--- src/rtl/cnms_pkg.sv ---
`default_nettype none
package cnms_pkg;

    // Default sizes
    localparam int MAX_BOXES_DEF  = 64;
    localparam int COORD_BITS_DEF = 16;
    localparam int CLASS_BITS_DEF = 8;

    // Threshold register, unsigned Q1.16
    localparam int                  THR_BITS  = 17;
    localparam logic [THR_BITS-1:0] THR_RESET = 17'd32768;

    // Configuration map: word index taken from paddr[2]
    localparam int   ADDR_BITS          = 3;
    localparam logic REG_IOU_THRESHOLD  = 1'b0;

    // Depth of the queue between front and back
    localparam int Q_DEPTH = 4;

    typedef struct packed {
        logic [15:0] x_left;
        logic [15:0] y_top;
        logic [15:0] x_right;
        logic [15:0] y_bottom;
        logic [15:0] box_score;
        logic [7:0]  class_id;
        logic        last_box;
    } t_box_in;

    typedef struct packed {
        logic [15:0] out_x_left;
        logic [15:0] out_y_top;
        logic [15:0] out_x_right;
        logic [15:0] out_y_bottom;
        logic [15:0] out_score;
        logic [7:0]  out_class;
        logic        out_last;
        logic        out_overflow;
    } t_box_out;

    typedef struct packed {
        t_box_in box;
        logic    drop;
    } t_qword;

endpackage
`default_nettype wire

--- src/rtl/cnms_front.sv ---
`default_nettype none
module cnms_front #(
    parameter int MAX_BOXES  = cnms_pkg::MAX_BOXES_DEF,
    parameter int COORD_BITS = cnms_pkg::COORD_BITS_DEF,
    parameter int CLASS_BITS = cnms_pkg::CLASS_BITS_DEF
) (
    input  wire                 i_clk,
    input  wire                 i_rst_n,
    input  wire                 i_start,
    output logic                o_busy,
    input  cnms_pkg::t_box_in   i_box,
    output logic                o_push,
    output cnms_pkg::t_qword    o_word,
    input  wire                 i_full
);
    import cnms_pkg::*;

    localparam int CNT_W = $clog2(MAX_BOXES + 1);
    localparam logic [15:0] CMASK  = 16'((32'd1 << COORD_BITS) - 1);
    localparam logic [7:0]  CLMASK = 8'((32'd1 << CLASS_BITS) - 1);

    logic             r_valid;
    t_qword           r_word;
    logic [CNT_W-1:0] r_cnt;
    logic             accept;
    logic             drop;
    t_box_in          m_box;

    // Stall input only when the staged word cannot move on
    assign o_busy = r_valid & i_full;
    assign accept = i_start & ~o_busy;
    assign o_push = r_valid & ~i_full;
    assign o_word = r_word;

    // Mask fields to the configured widths and flag boxes past capacity
    assign drop = (r_cnt == CNT_W'(MAX_BOXES));
    always_comb begin
        m_box          = i_box;
        m_box.x_left   = i_box.x_left & CMASK;
        m_box.y_top    = i_box.y_top & CMASK;
        m_box.x_right  = i_box.x_right & CMASK;
        m_box.y_bottom = i_box.y_bottom & CMASK;
        m_box.class_id = i_box.class_id & CLMASK;
    end

    // Track staging and the per-set count
    always_ff @(posedge i_clk) begin
        if (!i_rst_n) begin
            r_valid <= 1'b0;
            r_cnt   <= '0;
        end else begin
            if (accept) begin
                r_valid <= 1'b1;
            end else if (o_push) begin
                r_valid <= 1'b0;
            end
            if (accept) begin
                if (i_box.last_box) begin
                    r_cnt <= '0;
                end else if (!drop) begin
                    r_cnt <= r_cnt + 1'b1;
                end
            end
        end
    end

    // Hold the classified word
    always_ff @(posedge i_clk) begin
        if (accept) begin
            r_word.box  <= m_box;
            r_word.drop <= drop;
        end
    end

endmodule
`default_nettype wire

--- config.mk ---
export PLATFORM = sky130hd
export DESIGN_NAME = cnms_front
export DESIGN_NICKNAME = d
export VERILOG_FILES = /design/src/rtl/cnms_pkg.sv /design/src/rtl/cnms_front.sv
export SDC_FILE = /design/constraint.sdc
export NUM_CORES = 1
export LEC_CHECK = 0
export BUFFER_PORTS_ARGS = -buffer_cell sky130_fd_sc_hd__buf_4
export CAP_MARGIN = 10
export CORE_MARGIN = 2
export CORE_UTILIZATION = 30
export DETAILED_ROUTE_END_ITERATION = 7
export SLEW_MARGIN = 20
export SYNTH_ARGS = -nofsm -noshare
export SYNTH_HDL_FRONTEND = slang
export SYNTH_SLANG_ARGS = --single-unit
export TNS_END_PERCENT = 20
--- constraint.sdc ---
create_clock -name i_clk -period 6 [get_ports i_clk]
set_input_delay 0.3 -clock i_clk [delete_from_list [all_inputs] [get_ports i_clk]]
set_output_delay 0.3 -clock i_clk [all_outputs]
set_load 0.02 [all_outputs]
; After elaboration in Yosys (flattened, before gate mapping)
; Index checks and enable logic that the tools add are counted.
; Widths: inputs -> output; s select.
[word_totals]
regBits = 98
latchBits = 0
ram_bits = 0
rom_bits = 0
input_bits = 93
output_inout_bits = 92
wordCells = 24
memories = 0
[op_classes]
n_addsub = 1
multipliers = 0
n_div = 0
magnitude_cmp = 0
eq_ne = 2
shift = 0
n_mux = 4
bitwise = 5
n_reduce_logical = 2
[op_table]
columns = op, count
row1 = $mux 7, 2
row2 = $add 7x1->7 const B, 1
row3 = $eq 7x7->1 const B, 1
row4 = $and 1x1->1, 3
row5 = $mux 1, 2
row6 = $ne 2x2->1 const B, 1
row7 = $not 1->1, 2
row8 = $reduce_and 2->1, 1
row9 = $reduce_bool 2->1, 1

; Longest topological paths before layout
; Gate-level depths: netlist of run 1.
[depth]
depth_word = 4
ltp_mapped = 5
depth_no_buf = 5

; Worst setup path after synthesis of run 1
; No wires, ideal clock.
[synth_path]
path_kind = in2reg
startpoint = in i_start
endpoint = reg r_cnt[2]
setup_ns = 0.124
t_arrival_ns = 2.867
slack_ns = 3.009
stages = 5
n_path_buf = 0
cell_sequence = a21bo_2 > inv_1 > o21ai_0 > nand3_1 > o21ai_0
[synth_between]
elab_chain_len = 2
[synth_rtl]
columns = item, line
row1 = from (decl), cnms_front.sv:9  ; input wire i_start,
row2 = $and 1x1->1, cnms_front.sv:31  ; assign accept = i_start & ~o_busy;
row3 = named net accept, cnms_front.sv:25  ; logic accept;
row4 = $reduce_and 2->1 (no source line), --
row5 = to (signal assigned), cnms_front.sv:61  ; r_cnt <= r_cnt + 1'b1;
row6 = to (decl), cnms_front.sv:24  ; logic [CNT_W-1:0] r_cnt;
; The timed path passes the listed nets, and every way through them passes these cells.
; A chain may end at the register's enable or synchronous reset.

; Worst setup path in the final report of run 1
[layout_path]
startpoint = reg r_valid
endpoint = reg r_cnt[2]
[layout_between]
elab_chain_len = 4
[layout_rtl]
columns = item, line
row1 = from (decl), cnms_front.sv:22  ; logic r_valid;
row2 = from (signal assigned), cnms_front.sv:49  ; r_valid <= 1'b0;
row3 = from (signal assigned), cnms_front.sv:53  ; r_valid <= 1'b1;
row4 = from (signal assigned), cnms_front.sv:55  ; r_valid <= 1'b0;
row5 = $and 1x1->1, cnms_front.sv:30  ; assign o_busy = r_valid & i_full;
row6 = $not 1->1, cnms_front.sv:31
row7 = $and 1x1->1, cnms_front.sv:31
row8 = named net accept, cnms_front.sv:25
row9 = $reduce_and 2->1 (no source line), --
; The timed path passes the listed nets, and every way through them passes these cells.

==> flow_summary.toml, run 1 <==
[status]
outcome = "finished, final reports clean"

[sta]
clock.fmax_ghz = 0.561
rsz0062_at_grt = "no"
relSlewSlack = 0.442
timing.final.crit_period_ps = 1780
maxSlewViolCount = 0
min_period_over_period = 0.297
fin_skew_ps = 7.29
hold_viol = 0
tightest_slew_ps = 838
setup_viol_count_final = 0
finalSetupTns_ps = 0

[global_route]
grt_start_max_net_pins = 95
met1_usage = 0.125
use_met3 = 0.0392
grt_usage = 0.120
antenna_found_initial = 0
overflow = 0
grt_pass1_vias = 1907
grt_use_met2 = 0.213
busiest_layer = "met2"
grt_pass1_wl_um = 9960

[route]
antenna_left = 0
vias_per_cell = 4.19
via_count = 2011
avgRoutedWirePerCell_um = 14.8
firstDrtPassIters = 4
remaining_drc_errors = 0
drt_wl_total_um = 7120
drt_iter0_drc = 76

[logic_synthesis]
async_flop_share = 0
yosys.cell_types.count = 22
yosys.area.top_type_share = 0.859
synthTopCellsByCount = "edfxtp_1 (90), dfxtp_1 (8), o21ai_0 (7), nand2_1 (6), inv_1 (4)"
synth.area.top_cells = "edfxtp_1 (86%), dfxtp_1 (5.1%), o21ai_0 (1.1%)"
postSynthCellCount = 145
avgSynthCellArea_um2 = 21.7
synth_top_cell_by_area = "edfxtp_1"
ys_ff_latch = 98
ys_seq_area_frac = 0.910
netlist_area_mm2 = 0.00315
synth_enable_flop_cells = 90
synth_ff_type = "edfxtp_1"
ys_warn_count = 0
syn_nets = 240
yosysMostFrequentCell = "edfxtp_1"

[worst_setup_path]
slowest_stage = "buf_6"
worst_ep_required_time_ps = 6250
critPathMaxFanout = 94
r2r_end = "r_cnt[2]$_SDFFE_PN0P_"
rr_startpoint = "r_valid$_SDFFE_PN0P_"
crit_arrival_ps = 2030
worstPathBufferInverterCount = 2
max_stage_delay_ps = 580
crit_chain = "a21bo_2 > clkinv_2 > buf_6 > o21ai_0 > nand3_1 > o21ai_0"
worst-setup-path-type = "reg -> reg"
r2r_cells = 6
crit_family = "buffers and inverters"
startpoint_type = "register"
r2r_setup_slack_ps = 4220
path_common_cell = "o21ai_0"
cp-end-kind = "register"

[die]
start_util = 0.307
die-area_mm2 = 0.0113
num_rows = 37
fp.coreArea_mm2 = 0.0102
die_h_um = 106
pin_count = 185
die_w_um = 106

[hold_path]
hold_path_end = "o_word[43]$_DFFE_PP_"
worstHoldStart = "i_box[42]"
holdPathStages = 1
hold_path.class = "in -> reg"

[job]
drv_cap = 0

[final_layout]
drive_above_1_share = 0.590
fin_area_mm2 = 0.00492
nets = 434
area_growth_pct = 56.4
diodes = 0

[clocking]
postCtsSetupRepairBufs = 0
hold_buffers = 0
ctsRootBufferMaster = "clkbuf_8"
cts_tree = "done"
cts_buffer_depth = 2
cts.sinks = 98
htreeDepth = 3
cts_buffers = 9
clk_pin_slew_ps = 90
insertion_delay_ps = 360
cts_resized = 0

[power]
p_int_mw = 1.11
cellLeakagePower_nw = 2.03
seqPwrFrac = 0.562
power.switching_mw = 0.317
ir_drop_v = 0.000110
p_sw_frac = 0.223
p_per_area_mw_per_mm2 = 289
combPwrFrac = 0.120
power.share.clock = 0.318

[place]
dpl.hpwl_um = 5250
place.gp.congestion = 0.823
placed_area_mm2 = 0.00470
io_buffers = 184
==> power by group through the flow <==
stage	Combinational, mW	Clock, mW	Sequential (mW)
2_1_floorplan	0.0191	0	0.864
3_3_place_gp	0.171	0	0.815
3_5_place_dp	0.173	0	0.816
4_1_cts	0.173	0.468	0.801
5_1_grt	0.181	0.492	0.804
6_report	0.171	0.452	0.800
==> cell families (layout without fill, tap and decap cells) <==
| group | count (synthesis) | in the layout | share of synthesized area |
|---|---|---|---|
| AOI/OAI and AO/OA | 16 | 16 | 0.0318 |
| adders and majority gates | 2 | 2 | 0.00795 |
| buffers and inverters | 6 | 205 | 0.00716 |
| DFF | 98 | 98 | 0.910 |
| and+or+nand+nor | 23 | 23 | 0.0430 |
==> cells in the final DEF (no fill, tap or decap) <==
cell type	instances
and2_1	1
clkinv_1	1
ha_1	2
nand2_1	6
nand4_1	2
a21boi_0	2
nor2b_1	1
buf_4	184
nor4b_2	1
nor2_1	1
a21bo_2	1
clkinvlp_4	4
o21a_1	2
dfxtp_1	8
nand3b_1	3
and3_1	2
edfxtp_1	90
nand3_1	3
inv_1	3
clkbuf_8	9
o21ai_0	7
buf_6	1
nand4b_1	1
clkinv_2	1
o22ai_1	2
a31oi_1	2
bufinv_16	2
nor3_1	2
==> sequential cells by signal, indices dropped and copies added (netlist names) <==
name,count
o_word,90
r_cnt,7
r_valid,1
==> layer usage <==
metal / share of wire / up-vias
li1: - / 951
met1: 0.35 / 957
met2: 0.54 / 87
met3: 0.080 / 16
met4: 0.029 / 0
met5: 0 / -
==> area by class of cell <==
type                    count  area (um2)
clock buffers               9         124
clock inverters             7        93.8
fillers                   916        5310
inverters                   4        16.3
multi-input cells          41         260
flip-flops and latches     98        2860
well taps                 136         170
repair buffers            185        1390
==> per-stage QoR <==
stage	utilization	total power [mW]	cells	hold WS (ps)	setup WS, ps
global route	0.481	1.48	480	84.5	4090
floorplan	-	0.883	145	399	3010
global placement	0.459	0.986	464	479	3870
finish	0.481	1.42	480	111	4220
detailed placement	0.459	0.989	464	479	3790
CTS	0.480	1.44	480	87.5	3930
==> worst reg2reg max path, stage by stage, from the launching register on <==
cell and delay, ps:
dfxtp_1 330, a21bo_2 230, clkinv_2 60, buf_6 580
o21ai_0 290, nand3_1 120, o21ai_0 70
==> worst max-delay path by stage <==
stage | startpoint | endpoint | slack, ps | cells past startpoint
global route | r_valid$_SDFFE_PN0P_ | r_cnt[4]$_SDFFE_PN0P_ | 4090 | 6
detailed placement | i_full | r_cnt[4]$_SDFFE_PN0P_ | 3790 | 7
global placement | i_full | r_cnt[2]$_SDFFE_PN0P_ | 3870 | 7
floorplan | i_start | r_cnt[2]$_SDFFE_PN0P_ | 3010 | 5
CTS | r_valid$_SDFFE_PN0P_ | r_cnt[4]$_SDFFE_PN0P_ | 3930 | 6
finish | r_valid$_SDFFE_PN0P_ | r_cnt[2]$_SDFFE_PN0P_ | 4220 | 6
Power figures use the tool's default switching activity.
==> run 2, diff against run 1 <==
==> constraint.sdc (replaced) <==
create_clock -name i_clk -period 1.7 [get_ports i_clk]
set_input_delay 0.085 -clock i_clk [delete_from_list [all_inputs] [get_ports i_clk]]
set_output_delay 0.085 -clock i_clk [all_outputs]
set_load 0.02 [all_outputs]
==> run 2 against run 1 <==
Design area rose by 18%. Sequential share of layout area is 8.8 points lower. Clock power grew to 2.8 times the previous value. Register-to-register slack worse by 3800 ps. First-iteration DRC count decreased by 2.6%. Highest routed layer unchanged.
==> flow_summary.toml, run 2 (synthesized netlist as in run 1, its figures left out) <==
[place]
dp_cells = 466
io_buffers = 184
place.gp.congestion = 0.742
dpl.hpwl_um = 5510

[route]
avgRoutedWirePerCell_um = 14.5
via_count = 2395
remaining_drc_errors = 0
drt_iter0_drc = 74
vias_per_cell = 4.19
antenna_left = 0
drt_wl_total_um = 8320
firstDrtPassIters = 4

[final_layout]
layout_common_cells = "buf_4 (186), dlygate4sd3_1 (90), edfxtp_1 (90)"
diodes = 0
n_fill_cell = 812
drive_above_1_share = 0.470
nets = 526
utilization = 0.567
final_common_cell = "buf_4"
area_growth_pct = 84.3
finalNonFillerCells = 572
largest_reg_flops = 90

[sta]
finalSetupTns_ps = 0
setup_viol_count_final = 0
min_period_over_period = 0.805
whs_ps = 30.0
maxSlewViolCount = 0
clock.fmax_ghz = 0.731
hold_viol = 0
tightest_slew_ps = 338
timing.final.crit_period_ps = 1370
relSlewSlack = 0.774
fin_skew_ps = 9.73
rsz0062_at_grt = "no"

[worst_setup_path]
worstPathBufferInverterCount = 4
worst_ep_required_time_ps = 1730
r2r_cells = 3
crit_family = "buffers and inverters"
cp-end-kind = "register"
crit_arrival_ps = 1390
max_stage_delay_ps = 530
crit_chain = "dlygate4sd3_1 > buf_4 > a21bo_4 > clkinvlp_4 > buf_12"
rr_startpoint = "r_valid$_SDFFE_PN0P_"
slowest_stage = "dlygate4sd3_1"
critPathMaxFanout = 62
r2r_end = "o_word[61]$_DFFE_PP_"
worst-setup-path-type = "in -> reg"
r2r_setup_slack_ps = 370
startpoint_type = "input port"
crit_start = "i_start"

[die]
die-area_mm2 = 0.0113
pin_count = 185
die_h_um = 106
start_util = 0.307
die_w_um = 106
num_rows = 37
fp.coreArea_mm2 = 0.0102

[global_route]
grt_pass1_wl_um = 12500
grt_usage = 0.147
grt_start_max_net_pins = 63
antenna_found_initial = 0
overflow = 0
grt_pass1_vias = 2475

[clocking]
htreeDepth = 3
clk_pin_slew_ps = 90
cts_tree = "done"
ctsRootBufferMaster = "clkbuf_8"
cts.sinks = 98
cts_buffers = 9
insertion_delay_ps = 350
cts_buffer_depth = 2
cts_resized = 0

[status]
outcome = "finished, final reports clean"

[hold_path]
hold_path_end = "r_valid$_SDFFE_PN0P_"
worstHoldStart = "i_rst_n"
holdPathStages = 2
hold_path.class = "in -> reg"

[power]
p_int_mw = 3.74
cellLeakagePower_nw = 2.40
power.share.clock = 0.260
p_sw_frac = 0.234
combPwrFrac = 0.163
p_per_area_mw_per_mm2 = 843
power.switching_mw = 1.15
ir_drop_v = 0.000392
total_power_mw = 4.89
seqPwrFrac = 0.578

[job]
drv_cap = 0
==> run 2: changes by cell type in the layout (fill, tap and decap cells not counted), moves of 2 or more <==
cell,change
bufinv_16,-2
buf_4,+2
clkinv_2,+2
dlygate4sd3_1,+90
==> run 2: worst max-delay path by stage <==
stage	slack, ps	endpoint	cells after the start
finish	330	o_word[61]$_DFFE_PP_	5
global route	280	r_cnt[6]$_SDFFE_PN0P_	5
CTS	360	o_word[79]$_DFFE_PP_	5
detailed placement	390	o_word[50]$_DFFE_PP_	3
global placement	400	o_word[50]$_DFFE_PP_	3
floorplan	-500	o_word[0]$_DFFE_PP_	2
==> run 2: per-stage QoR <==
step	cell area, um2	setup WS (ps)
final	5800	332
after CTS	5800	362
after global routing	5800	284
after global placement	4740	401
after detailed placement	4740	392
after floorplan	3160	-501
==> run 2: layout make-up <==
class	instances	area, um2	share of cell area
Sequential cell	98	2860	0.494
Timing Repair Buffer	277	2320	0.400
Multi-Input combinational cell	41	267	0.0460
Tap cell	136	170	0.0293
Clock buffer	10	128	0.0220
Clock inverter	6	33.8	0.00583
Inverter	4	18.8	0.00324
==> run 2: repair_timing <==
| item | in CTS | in global routing |
|---|---|---|
| setup buffers | 0 | 0 |
| hold endpoints to repair | 90 | 0 |
| hold buffers | 90 | 0 |
==> run 2: layer usage <==
layer | vias to the layer above | global-route usage | part of all wire
li1 | 1134 | - | -
met1 | 1139 | 0.156 | 0.36
met2 | 107 | 0.267 | 0.54
met3 | 15 | 0.0478 | 0.074
met4 | 0 | 0.0573 | 0.023
met5 | - | 0 | 0
==> run 2: power by group through the flow <==
stage / sequential, mW / combinational [mW] / clock (mW)
after floorplan: 3.05 / 0.0700 / 0
final: 2.82 / 0.795 / 1.27
after detailed placement: 2.88 / 0.625 / 0
after global placement: 2.87 / 0.621 / 0
after global routing: 2.84 / 0.842 / 1.42
after CTS: 2.82 / 0.797 / 1.31
