### src/rtl/cnms_pkg.sv
`default_nettype none
package cnms_pkg;

    // Default sizes
    localparam int MAX_BOXES_DEF  = 64;
    localparam int COORD_BITS_DEF = 16;
    localparam int CLASS_BITS_DEF = 8;

    // Threshold register, unsigned Q1.16
    localparam int                  THR_BITS  = 17;
    localparam logic [THR_BITS-1:0] THR_RESET = 17'd32768;

    // Configuration map: word index taken from paddr[2]
    localparam int   ADDR_BITS          = 3;
    localparam logic REG_IOU_THRESHOLD  = 1'b0;

    // Depth of the queue between front and back
    localparam int Q_DEPTH = 4;

    typedef struct packed {
        logic [15:0] x_left;
        logic [15:0] y_top;
        logic [15:0] x_right;
        logic [15:0] y_bottom;
        logic [15:0] box_score;
        logic [7:0]  class_id;
        logic        last_box;
    } t_box_in;

    typedef struct packed {
        logic [15:0] out_x_left;
        logic [15:0] out_y_top;
        logic [15:0] out_x_right;
        logic [15:0] out_y_bottom;
        logic [15:0] out_score;
        logic [7:0]  out_class;
        logic        out_last;
        logic        out_overflow;
    } t_box_out;

    typedef struct packed {
        t_box_in box;
        logic    drop;
    } t_qword;

endpackage
`default_nettype wire

### src/rtl/cnms_queue.sv
`default_nettype none
module cnms_queue (
    input  wire               i_clk,
    input  wire               i_rst_n,
    input  wire               i_push,
    input  cnms_pkg::t_qword  i_word,
    output logic              o_full,
    input  wire               i_pop,
    output logic              o_valid,
    output cnms_pkg::t_qword  o_word
);
    import cnms_pkg::*;

    localparam int PW = $clog2(Q_DEPTH);

    t_qword        r_mem [Q_DEPTH];
    logic [PW-1:0] r_wp;
    logic [PW-1:0] r_rp;
    logic [PW:0]   r_cnt;
    logic          push;
    logic          pop;

    assign o_full  = (r_cnt == (PW+1)'(Q_DEPTH));
    assign o_valid = (r_cnt != '0);
    assign o_word  = r_mem[r_rp];
    assign push    = i_push & ~o_full;
    assign pop     = i_pop & o_valid;

    // Advance pointers and occupancy
    always_ff @(posedge i_clk) begin
        if (!i_rst_n) begin
            r_wp  <= '0;
            r_rp  <= '0;
            r_cnt <= '0;
        end else begin
            if (push) begin
                r_wp <= r_wp + 1'b1;
            end
            if (pop) begin
                r_rp <= r_rp + 1'b1;
            end
            if (push && !pop) begin
                r_cnt <= r_cnt + 1'b1;
            end else if (pop && !push) begin
                r_cnt <= r_cnt - 1'b1;
            end
        end
    end

    // Store entries
    always_ff @(posedge i_clk) begin
        if (push) begin
            r_mem[r_wp] <= i_word;
        end
    end

endmodule
`default_nettype wire

### config.mk
export PLATFORM = sky130hd
export DESIGN_NAME = cnms_queue
export DESIGN_NICKNAME = d
export VERILOG_FILES = /design/src/rtl/cnms_pkg.sv /design/src/rtl/cnms_queue.sv
export SDC_FILE = /design/constraint.sdc
export NUM_CORES = 1
export LEC_CHECK = 0
export ABC_AREA = 1
export BUFFER_PORTS_ARGS = -buffer_cell sky130_fd_sc_hd__buf_2
export CAP_MARGIN = 25
export CORE_MARGIN = 5
export CORE_UTILIZATION = 59
export CTS_BUF_LIST = sky130_fd_sc_hd__clkbuf_4
export DETAILED_ROUTE_END_ITERATION = 10
export HOLD_SLACK_MARGIN = 0.15
export PLACE_DENSITY = 0.83
export SLEW_MARGIN = 20
export SYNTH_ARGS = -nofsm -noshare
export SYNTH_HDL_FRONTEND = slang
export SYNTH_SLANG_ARGS = --single-unit
### constraint.sdc
create_clock -name i_clk -period 14.25 [get_ports i_clk]
set_input_delay 0.7125 -clock i_clk [delete_from_list [all_inputs] [get_ports i_clk]]
set_output_delay 0.7125 -clock i_clk [all_outputs]
set_load 0.005 [all_outputs]
Word-level counts from Yosys, hierarchy flattened --
Memory sizes are Yosys's and may differ from the RTL's. A register that Yosys moved wholly into a read port is not among the register bits. Cells that the tools add are included.
Operators by class: add/subtract/negate cells 4, reduce and logical (&&, ||, !) cells 6, equality and inequality tests 1, bitwise logic cells 3, multiplexer cells 6
Operator list (number):
- two-way mux 3 bit | 2
- adder 2 x 1 -> 2 bit (second input constant) | 2
- two-way mux 2 bit | 2
- adder 3 x 1 -> 3 bit (second input constant) | 1
- == test 3 bit (second input constant) | 1
- nonzero test 3 bit | 1
- subtractor 3 x 1 -> 3 bit (second input constant) | 1
- bitwise AND 1 bit | 2
- logical AND 1 bit | 2
- zero test 1 bit | 2
- two-way mux 1 bit | 2
- nonzero test 2 bit | 1
- NOT 1 bit | 1
Word-level totals: memory bits (writable) 360, input bits 94, logic and storage cells 24, memories kept 1, flip-flop bits (word level) 7, output and inout port bits 92
Memory list:
- r_mem | depth 4, width 90, rd ports 1, clocked after memory_dff 1, write ports 1, line cnms_queue.sv:16 | t_qword r_mem [Q_DEPTH];

Logic depth before layout (Yosys ltp) --
Gate-level depths: netlist of the first run.
word-level depth 7, mapped depth 13, depth with buffers taken out 13

Least setup slack after synthesis of the first run --
OpenSTA, ideal clock, no wires.
path type input -> register, start point input i_push, end point memory r_mem[0][0] in the netlist's numbering (enable), slack 9.138 ns, data required time 13.711 ns, buffers on the path 0, library setup time 0.539 ns, arrival time 4.573 ns, stages 2, cells stage by stage nand2_1 -> nor2_1
Between the ends: word-level cells in the longest chain between the ends 3
Ends and longest elaborated chain:
- start: declaration | line cnms_queue.sv:5 | input wire i_push,
- bitwise AND 1 bit | line cnms_queue.sv:26 | assign push = i_push & ~o_full;
- two-way mux 1 bit | line cnms_queue.sv:52 | if (push) begin
- two-way mux 1 bit (not written as such) | line cnms_queue.sv:53 | r_mem[r_wp] <= i_word;
- end: declaration | line cnms_queue.sv:16
Every way passes these cells.

==> reports/results.ini, run 1 <==
[status]
status=complete, no violations

[timing]
maxSlewViolCount=0
hold_viol_final=0
tightest_slew_ns=1.02
rsz0062_at_grt=no
relSlewSlack_pct=31.7
finalSetupViolations=0
timing.final.ws_setup_ns=10.02
post-route-min-period_ns=4.23
fin_crit_sh_pct=29.7
fin_worst_skew_ns=0.0428
fin_setup_tns_ns=0
max_freq_mhz=236

[clock_tree]
clk_latency_ns=0.72
cts_htree_levels=3
cts_setup_buffers=0
clock-sinks=369
clk_pin_slew_ns=0.07
cts_tree=yes
ctsHoldBuffers=0
clk_path_buf_depth=3
ctsResizeCount=0
cts_buffers=88
cts-root-buf=clkbuf_4

[synthesis]
yosys.area.top_type=edfxtp_1
synth_nets=1039
yosysWarnings=0
synthCells=939
synth_top_cell_area_share_pct=78.5
postSynthAreaPerCell_um2=14.7
synth-seq-area-share_pct=79.8
ys_ff_latch=369
synth_cell_types=20
syn_area_um2=13800
synthTopCellsByArea=edfxtp_1 (79%), o21ai_0 (6.2%), nor2_1 (5.3%)

[pwr]
p_comb_share_pct=21.6
power_switching_w=0.000837
peakVddDrop_v=0.000150
p_int_w=0.00198
p_per_area_nw_per_um2=175
seq_power_share_pct=48.6
p_clk_share_pct=29.9
p_leak_nw=5.75
switching_share_pct=29.7

[floorplan]
fp-row-count=55
ioPinCount=186
die_h_um=163
core_region_area_um2=22800
die_x_um=163
dieArea_um2=26500
start_util_pct=60.4

[layout]
nFillCells=1496
final_cell_mix=edfxtp_1 (360), nor2_1 (190), buf_2 (185), o21ai_0 (171), clkbuf_4 (130)
area_growth_syn_to_layout_pct=16.7
fin_nets=1270
layout-drive-gt1-share_pct=28.1
final_common_cell=edfxtp_1

[routing]
drt_iter0_drc=893
wl_mm=30.2
via_count=8864
drc_errors=0
wl_per_cell_um=19.6
via_per_inst=5.75
drt.antenna.violating_nets=0
dr.pass1.iters=6

[worst_hold_path]
hold_path_class=primary input to register

[grt]
grt_pass1_vias=8923
grt_remaining_overflow=0
grt_usage_pct=22.5
met1_usage_pct=30.9
grt_pass1_wl_mm=46.5
use_met3_pct=6.10
grt.busiest_layer=met2
grtUsageMet2_pct=34.9
grt_max_degree=103
antenna_found_initial=5

[job]
maxCapViolations=0

[worst_setup_path]
cp_max_fo=102
start_kind=register
critPathKind=register to primary output
endpoint_kind=primary output
cp.arrival_ns=3.52
worstPathRequired_ns=13.54

[placement]
hpwl_mm=16.8
pre_cts_ws_ns=10.83
gp_congestion=0.796
port-buffer-count=185

-- synth_stat cells, drive strengths merged --
| master | n |
|---|---|
| a21oi | 3 |
| buf | 14 |
| clkbuf | 44 |
| dfxtp | 9 |
| edfxtp | 360 |
| fa | 1 |
| ha | 5 |
| inv | 17 |
| nand2 | 15 |
| nand3 | 4 |
| nand3b | 1 |
| nor2 | 194 |
| o21ai | 181 |
| o22ai | 90 |
| xor2 | 1 |
-- kinds of logic (layout without fill, tap and decap cells) --
family	count (synthesis)	after routing	share of synthesized area, %
other	0	3	0
AO/OA/AOI/OAI	274	274	10.8
AND/OR/NAND/NOR	214	214	5.90
flip-flops	369	369	79.8
XOR/XNOR	1	1	0.0636
buffers and inverters	75	362	2.81
adder cells (fa/ha/maj)	6	6	0.600
-- worst max-delay path: stages (launching register included) --
cell	delay [ns]
dfxtp_4	0.57
inv_6	0.54
buf_4	0.86
o21ai_0	0.24
o22ai_1	0.27
buf_2	0.17
-- path summary, 6_finish.rpt --
| path | startpoint | endpoint | slack, ns | cells after the start |
|---|---|---|---|---|
| min reg2reg | r_rp[0] | register | 0.51 | 2 |
| max | register | o_word[52] | 10.02 | 5 |
| min | i_word[62] | r_mem[2][62] | 0.21 | 1 |
| max reg2reg | r_cnt[1] | r_mem[0][39] | 11.55 | 6 |
-- through the flow --
stage | std cells | cell area (um2) | power (W) | utilization (%) | hold slack [ns]
final | 1542 | 16100 | 0.00282 | 70.5 | 0.209
after global routing | 1541 | 16100 | 0.00296 | 70.5 | 0.157
after CTS | 1536 | 16000 | 0.00284 | 70.3 | 0.162
after detailed placement | 1390 | 14900 | 0.00200 | 65.4 | 0.504
after global placement | 1389 | 14900 | 0.00197 | 65.3 | 0.487
after floorplan | 939 | 13800 | 0.00174 | - | 0.465
-- cell type report --
type	count	area (um2)	share of cell area, %
Multi-Input combinational cell	495	2420	15.1
Timing Repair Buffer	199	1070	6.68
Sequential cell	369	11000	68.5
Clock inverter	16	131	0.818
Clock buffer	130	976	6.08
Antenna cell	3	7.51	0.0467
Tap cell	313	392	2.44
Inverter	17	68.8	0.428
-- per-layer routing --
metal,vias up,share of wire (%)
met5,-,0.13
met4,6,2.4
met3,59,8.7
met2,413,48
met1,4349,41
li1,4037,-
-- power groups by stage --
stage / sequential [W] / combinational (W) / clock (W)
floorplan: 0.00138 / 0.000369 / 0
global placement: 0.00139 / 0.000588 / 0
detailed placement: 0.00139 / 0.000606 / 0
CTS: 0.00137 / 0.000609 / 0.000858
global route: 0.00138 / 0.000671 / 0.000917
finish: 0.00137 / 0.000607 / 0.000842
-- registers in the layout (all words and copies together), names as in the netlist, named ones only --
signal and count:
r_cnt 3, r_rp 2, r_mem 360, r_wp 2
Note: power is estimated with default switching activity, not from simulation.
==> run 2: changes to the inputs <==
==> constraint.sdc (replaced) <==
create_clock -name i_clk -period 3.9 [get_ports i_clk]
set_input_delay 0.195 -clock i_clk [delete_from_list [all_inputs] [get_ports i_clk]]
set_output_delay 0.195 -clock i_clk [all_outputs]
set_load 0.005 [all_outputs]
==> run 2 against run 1 <==
Against the previous run: setup slack worse by 8.8 ns; via count is 4.3% higher; final cell count grew 6.2%; critical path type unchanged; critical endpoint is now o_word[87].
==> reports/results.ini, run 2 (synthesis gave the netlist of run 1 again) <==
[status]
status=complete, no violations

[floorplan]
die_h_um=163
ioPinCount=186
dieArea_um2=26500
fp-row-count=55
start_util_pct=60.4
die_x_um=163
core_region_area_um2=22800

[layout]
top_regs=r_mem (360), r_cnt (3)
nFillCells=1331
layout-drive-gt1-share_pct=25.8
largest_register_ffs=360
fin_nets=1364
top_register=r_mem
final_core_util_pct=74.7
final_cell_mix=edfxtp_1 (360), nor2_1 (190), buf_2 (185), o21ai_0 (171), clkbuf_4 (130)
seq_area_um2=11000
multi_input_area_um2=2420
final_common_cell=edfxtp_1
area_growth_syn_to_layout_pct=23.7

[pwr]
p_int_w=0.00738
seq_power_share_pct=47.2
switching_share_pct=29.4
peakVddDrop_v=0.00103
p_comb_share_pct=23.0
p_clk_share_pct=29.8
p_leak_nw=6.16
p_per_area_nw_per_um2=614
power_switching_w=0.00308

[routing]
drt.antenna.violating_nets=0
wl_per_cell_um=19.3
dr.pass1.iters=5
via_per_inst=5.65
drt_iter0_drc=769
drc_errors=0
via_count=9245
wl_mm=31.5

[worst_setup_path]
worstPathRequired_ns=3.70
endpoint_kind=primary output
critical_path.top_delay_family=buffers and inverters
crit_slowest_cell=buf_4
path_buf_inv=2
critPathKind=register to primary output
crit_chain=buf_4 -> o21ai_0 -> o22ai_1 -> buf_2
start_kind=register
critPathMaxStageDelay_ns=0.70
cp.arrival_ns=2.53
cp_max_fo=90

[grt]
grt_pass1_vias=9538
antenna_found_initial=3
grt_pass1_wl_mm=49.0
grt_max_degree=181
grt_remaining_overflow=0
grt_usage_pct=23.7

[clock_tree]
cts_htree_levels=3
clk_path_buf_depth=3
clock-sinks=369
clk_latency_ns=0.68
cts-root-buf=clkbuf_4
cts_tree=yes
cts_setup_buffers=0
clk_pin_slew_ns=0.07
cts_buffers=89
ctsResizeCount=0

[placement]
port-buffer-count=185
hpwl_mm=15.4
gp_congestion=0.720

[timing]
whs_ns=0.265
relSlewSlack_pct=34.5
fin_setup_tns_ns=0
fin_crit_sh_pct=69.8
finalSetupViolations=0
maxSlewViolCount=0
post-route-min-period_ns=2.72
fin_worst_skew_ns=0.0280
max_freq_mhz=367
hold_viol_final=0
tightest_slew_ns=0.983
rsz0062_at_grt=no

[job]
maxCapViolations=0

[worst_hold_path]
hold_path_class=primary input to register

run 2: cell count changes in the layout (fill, tap and decap cells not counted):
| cell | change |
|---|---|
| clkinv_1 | +7 |
| buf_6 | -1 |
| clkinvlp_4 | -2 |
| inv_2 | -1 |
| inv_6 | -1 |
| clkinv_2 | -2 |
| dlygate4sd3_1 | +91 |
| buf_12 | +2 |
| bufinv_16 | +1 |
| buf_4 | +1 |
run 2: final timing paths:
| check | startpoint | end | slack [ns] | cells past startpoint |
|---|---|---|---|---|
| setup / recovery | register | o_word[87] | 1.18 | 4 |
| hold reg to reg | r_rp[0] | r_rp[0] | 0.53 | 2 |
| setup reg to reg | r_cnt[0] | r_mem[0][70] | 1.55 | 5 |
| hold / removal | i_word[46] | r_mem[3][46] | 0.26 | 2 |
run 2: worst register-to-register path, delay by kind of cell, from the launching register on:
family,cells,cell delay (ns)
and+or+nand+nor,4,0.90
buffers and inverters,1,0.61
DFF,1,0.42
run 2: layout make-up:
type | instances | share of cell area [%]
clock buffer | 130 | 5.73
tap | 313 | 2.30
sequential | 369 | 64.6
clock inverter | 18 | 0.882
multi-input combinational | 495 | 14.2
antenna | 3 | 0.0441
inverter | 17 | 0.404
timing repair buffer | 292 | 11.9
run 2: power groups by stage:
stage	registers [W]	clock network, W	logic [W]
2_1_floorplan	0.00503	0	0.00135
3_3_place_gp	0.00499	0	0.00220
3_5_place_dp	0.00501	0	0.00227
4_1_cts	0.00492	0.00317	0.00236
5_1_grt	0.00496	0.00345	0.00265
6_report	0.00493	0.00312	0.00240
run 2: timing repair:
action / in CTS / in global routing
endpoints found under the hold margin: 369 / 0
hold buffers: 93 / 0
endpoints found under the setup margin: 0 / 0
run 2: metrics by stage:
step | instances | setup slack (ns) | instance area, um2 | power [W]
6_report | 1637 | 1.18 | 17000 | 0.0105
5_1_grt | 1637 | 1.01 | 17000 | 0.0111
4_1_cts | 1633 | 0.962 | 17000 | 0.0104
3_5_place_dp | 1392 | 1.62 | 14900 | 0.00727
3_3_place_gp | 1392 | 1.68 | 14900 | 0.00719
2_1_floorplan | 939 | -1.05 | 13800 | 0.00638
run 2: metal layers:
metal / vias to the layer above / wire [um] / GRT usage, %
met4: 0 / 866 / 9.72
met1: 4448 / 11700 / 28.7
li1: 4230 / - / -
met5: - / 0 / 0
met2: 485 / 16300 / 40.7
met3: 82 / 2630 / 6.40
==> run 3: changes to the inputs <==
--- a/config.mk
+++ b/config.mk
@@ -9,11 +9,11 @@
 export BUFFER_PORTS_ARGS = -buffer_cell sky130_fd_sc_hd__buf_2
 export CAP_MARGIN = 25
 export CORE_MARGIN = 5
-export CORE_UTILIZATION = 59
+export CORE_UTILIZATION = 54
 export CTS_BUF_LIST = sky130_fd_sc_hd__clkbuf_4
 export DETAILED_ROUTE_END_ITERATION = 10
 export HOLD_SLACK_MARGIN = 0.15
-export PLACE_DENSITY = 0.83
+export PLACE_DENSITY = 0.81
 export SLEW_MARGIN = 20
 export SYNTH_ARGS = -nofsm -noshare
 export SYNTH_HDL_FRONTEND = slang
==> constraint.sdc (replaced) <==
create_clock -name i_clk -period 2.36 [get_ports i_clk]
set_input_delay 0.118 -clock i_clk [delete_from_list [all_inputs] [get_ports i_clk]]
set_output_delay 0.118 -clock i_clk [all_outputs]
set_load 0.005 [all_outputs]
==> run 3 against run 2 <==
Against the previous run: critical endpoint is now o_word[22]; wire length rose by 5.5%; cell area increased by 5.4%; first-iteration DRC count increased by 5.9%; global-route usage is 0.89 points lower; hold slack worse by 0.053 ns.
==> reports/results.ini, run 3 (synthesis gave the netlist of run 1 again) <==
[status]
status=complete, no violations

[timing]
post-route-min-period_ns=2.24
tightest_slew_ns=0.530
max_freq_mhz=447
timing.final.ws_setup_ns=0.124
fin_crit_sh_pct=94.7
maxSlewViolCount=0
finalSetupViolations=0
fin_setup_tns_ns=0
rsz0062_at_grt=yes
hold_viol_final=0
fin_worst_skew_ns=0.0281
relSlewSlack_pct=64.6

[routing]
wl_mm=33.3
drt_iter0_drc=814
via_count=9579
drt.antenna.violating_nets=0
via_per_inst=5.48
wl_per_cell_um=19.0
drc_errors=0
dr.pass1.iters=5

[layout]
final_common_cell=edfxtp_1
top_register=r_mem
largest_register_ffs=360
nFillCells=1567
multi_input_area_um2=2440
area_growth_syn_to_layout_pct=30.4
final_core_util_pct=71.5
seq_area_um2=11000
layout-drive-gt1-share_pct=26.2
stdcell_area_um2=17900
fin_nets=1444
top_regs=r_mem (360), r_cnt (3)
final_cell_mix=edfxtp_1 (360), nor2_1 (189), buf_2 (185), o21ai_0 (171), dlygate4sd3_1 (161)

[clock_tree]
clock-sinks=369
clk_path_buf_depth=3
clk_latency_ns=0.67
cts-root-buf=clkbuf_4
clk_pin_slew_ns=0.07
cts_setup_buffers=0
cts_tree=yes
cts_buffers=91
cts_htree_levels=3

[worst_setup_path]
r2r_cells=9
start_kind=register
cp.arrival_ns=2.12
r2r-start=r_cnt[1]
endpoint_kind=primary output
worstPathRequired_ns=2.24
reg2reg_slack_ns=0.43
crit_end=o_word[22]
cp_max_fo=57
critPathKind=register to primary output
r2r-end=r_cnt[1]

[grt]
grt_pass1_vias=9997
grt_remaining_overflow=0
grt_max_degree=91
grt_pass1_wl_mm=51.7
antenna_found_initial=1
grt_usage_pct=22.8

[job]
maxCapViolations=0

[floorplan]
ioPinCount=186
fp-row-count=58
core_region_area_um2=25100
dieArea_um2=28800
start_util_pct=54.8
die_x_um=170
die_h_um=170

[placement]
hpwl_mm=16.6
placed_area_um2=15100
pre_cts_ws_ns=0.462
gp_congestion=0.770
port-buffer-count=185

[worst_hold_path]
hold_path_class=primary input to register
hold-path-cell-count=2

[pwr]
p_per_area_nw_per_um2=978
total_power_w=0.0175
p_leak_nw=6.56
peakVddDrop_v=0.000609

run 3: cell types whose count changed in the layout (fill, tap and decap cells not counted), sizes merged:
cell,delta
inv,+2
clkinv,+12
dlygate4sd3,+68
clkbuf,+3
buf,+10
bufinv,-2
run 3: layer usage:
layer | global-route usage [%] | wire length (um)
met3 | 5.82 | 2610
met5 | 0 | 0
met4 | 6.93 | 497
met1 | 27.2 | 12500
met2 | 40.9 | 17700
run 3: what timing repair did:
action | CTS | global route
hold endpoints to repair | 548 | 2
gates cloned | 0 | 0
resized for setup | 3 | 9
endpoints found under the setup margin | 39 | 27
hold buffers | 160 | 1
run 3: layout make-up:
type	count	share of cell area [%]
flip-flops and latches	369	61.3
clock inverters	30	0.955
clock buffers	133	5.56
inverters	17	0.404
diodes	3	0.0418
repair buffers	370	15.9
multi-input cells	495	13.6
well taps	330	2.30
run 3: through the flow:
step / hold slack, ns / instances
after global placement: 0.330 / 1420
final: 0.212 / 1747
after detailed placement: 0.332 / 1420
after CTS: 0.150 / 1743
after floorplan: 0.217 / 939
after global routing: 0.162 / 1746
run 3: how the worst min path moves through the flow:
stage                           from            to  slack, ns
after floorplan            i_word[0]   r_mem[0][0]       0.22
after global placement    i_word[14]  r_mem[0][14]       0.33
after detailed placement  i_word[85]  r_mem[2][85]       0.33
after CTS                 i_word[76]  r_mem[2][76]       0.15
after global routing      i_word[60]  r_mem[2][60]       0.16
final                     i_word[87]  r_mem[1][87]       0.21
run 3: where the power goes:
part           internal [W]  leakage, nW  switching (W)
Clock               0.00272        0.700        0.00248
Combinational       0.00157         2.48        0.00262
Sequential          0.00796         3.37       0.000194
Total                0.0122         6.56        0.00529
run 3: critical path, cell delays in order (launching register included):
cell and delay (ns):
dfxtp_4 0.38, inv_8 0.26, buf_12 0.28, o21ai_0 0.13, o22ai_1 0.21, buf_2 0.16
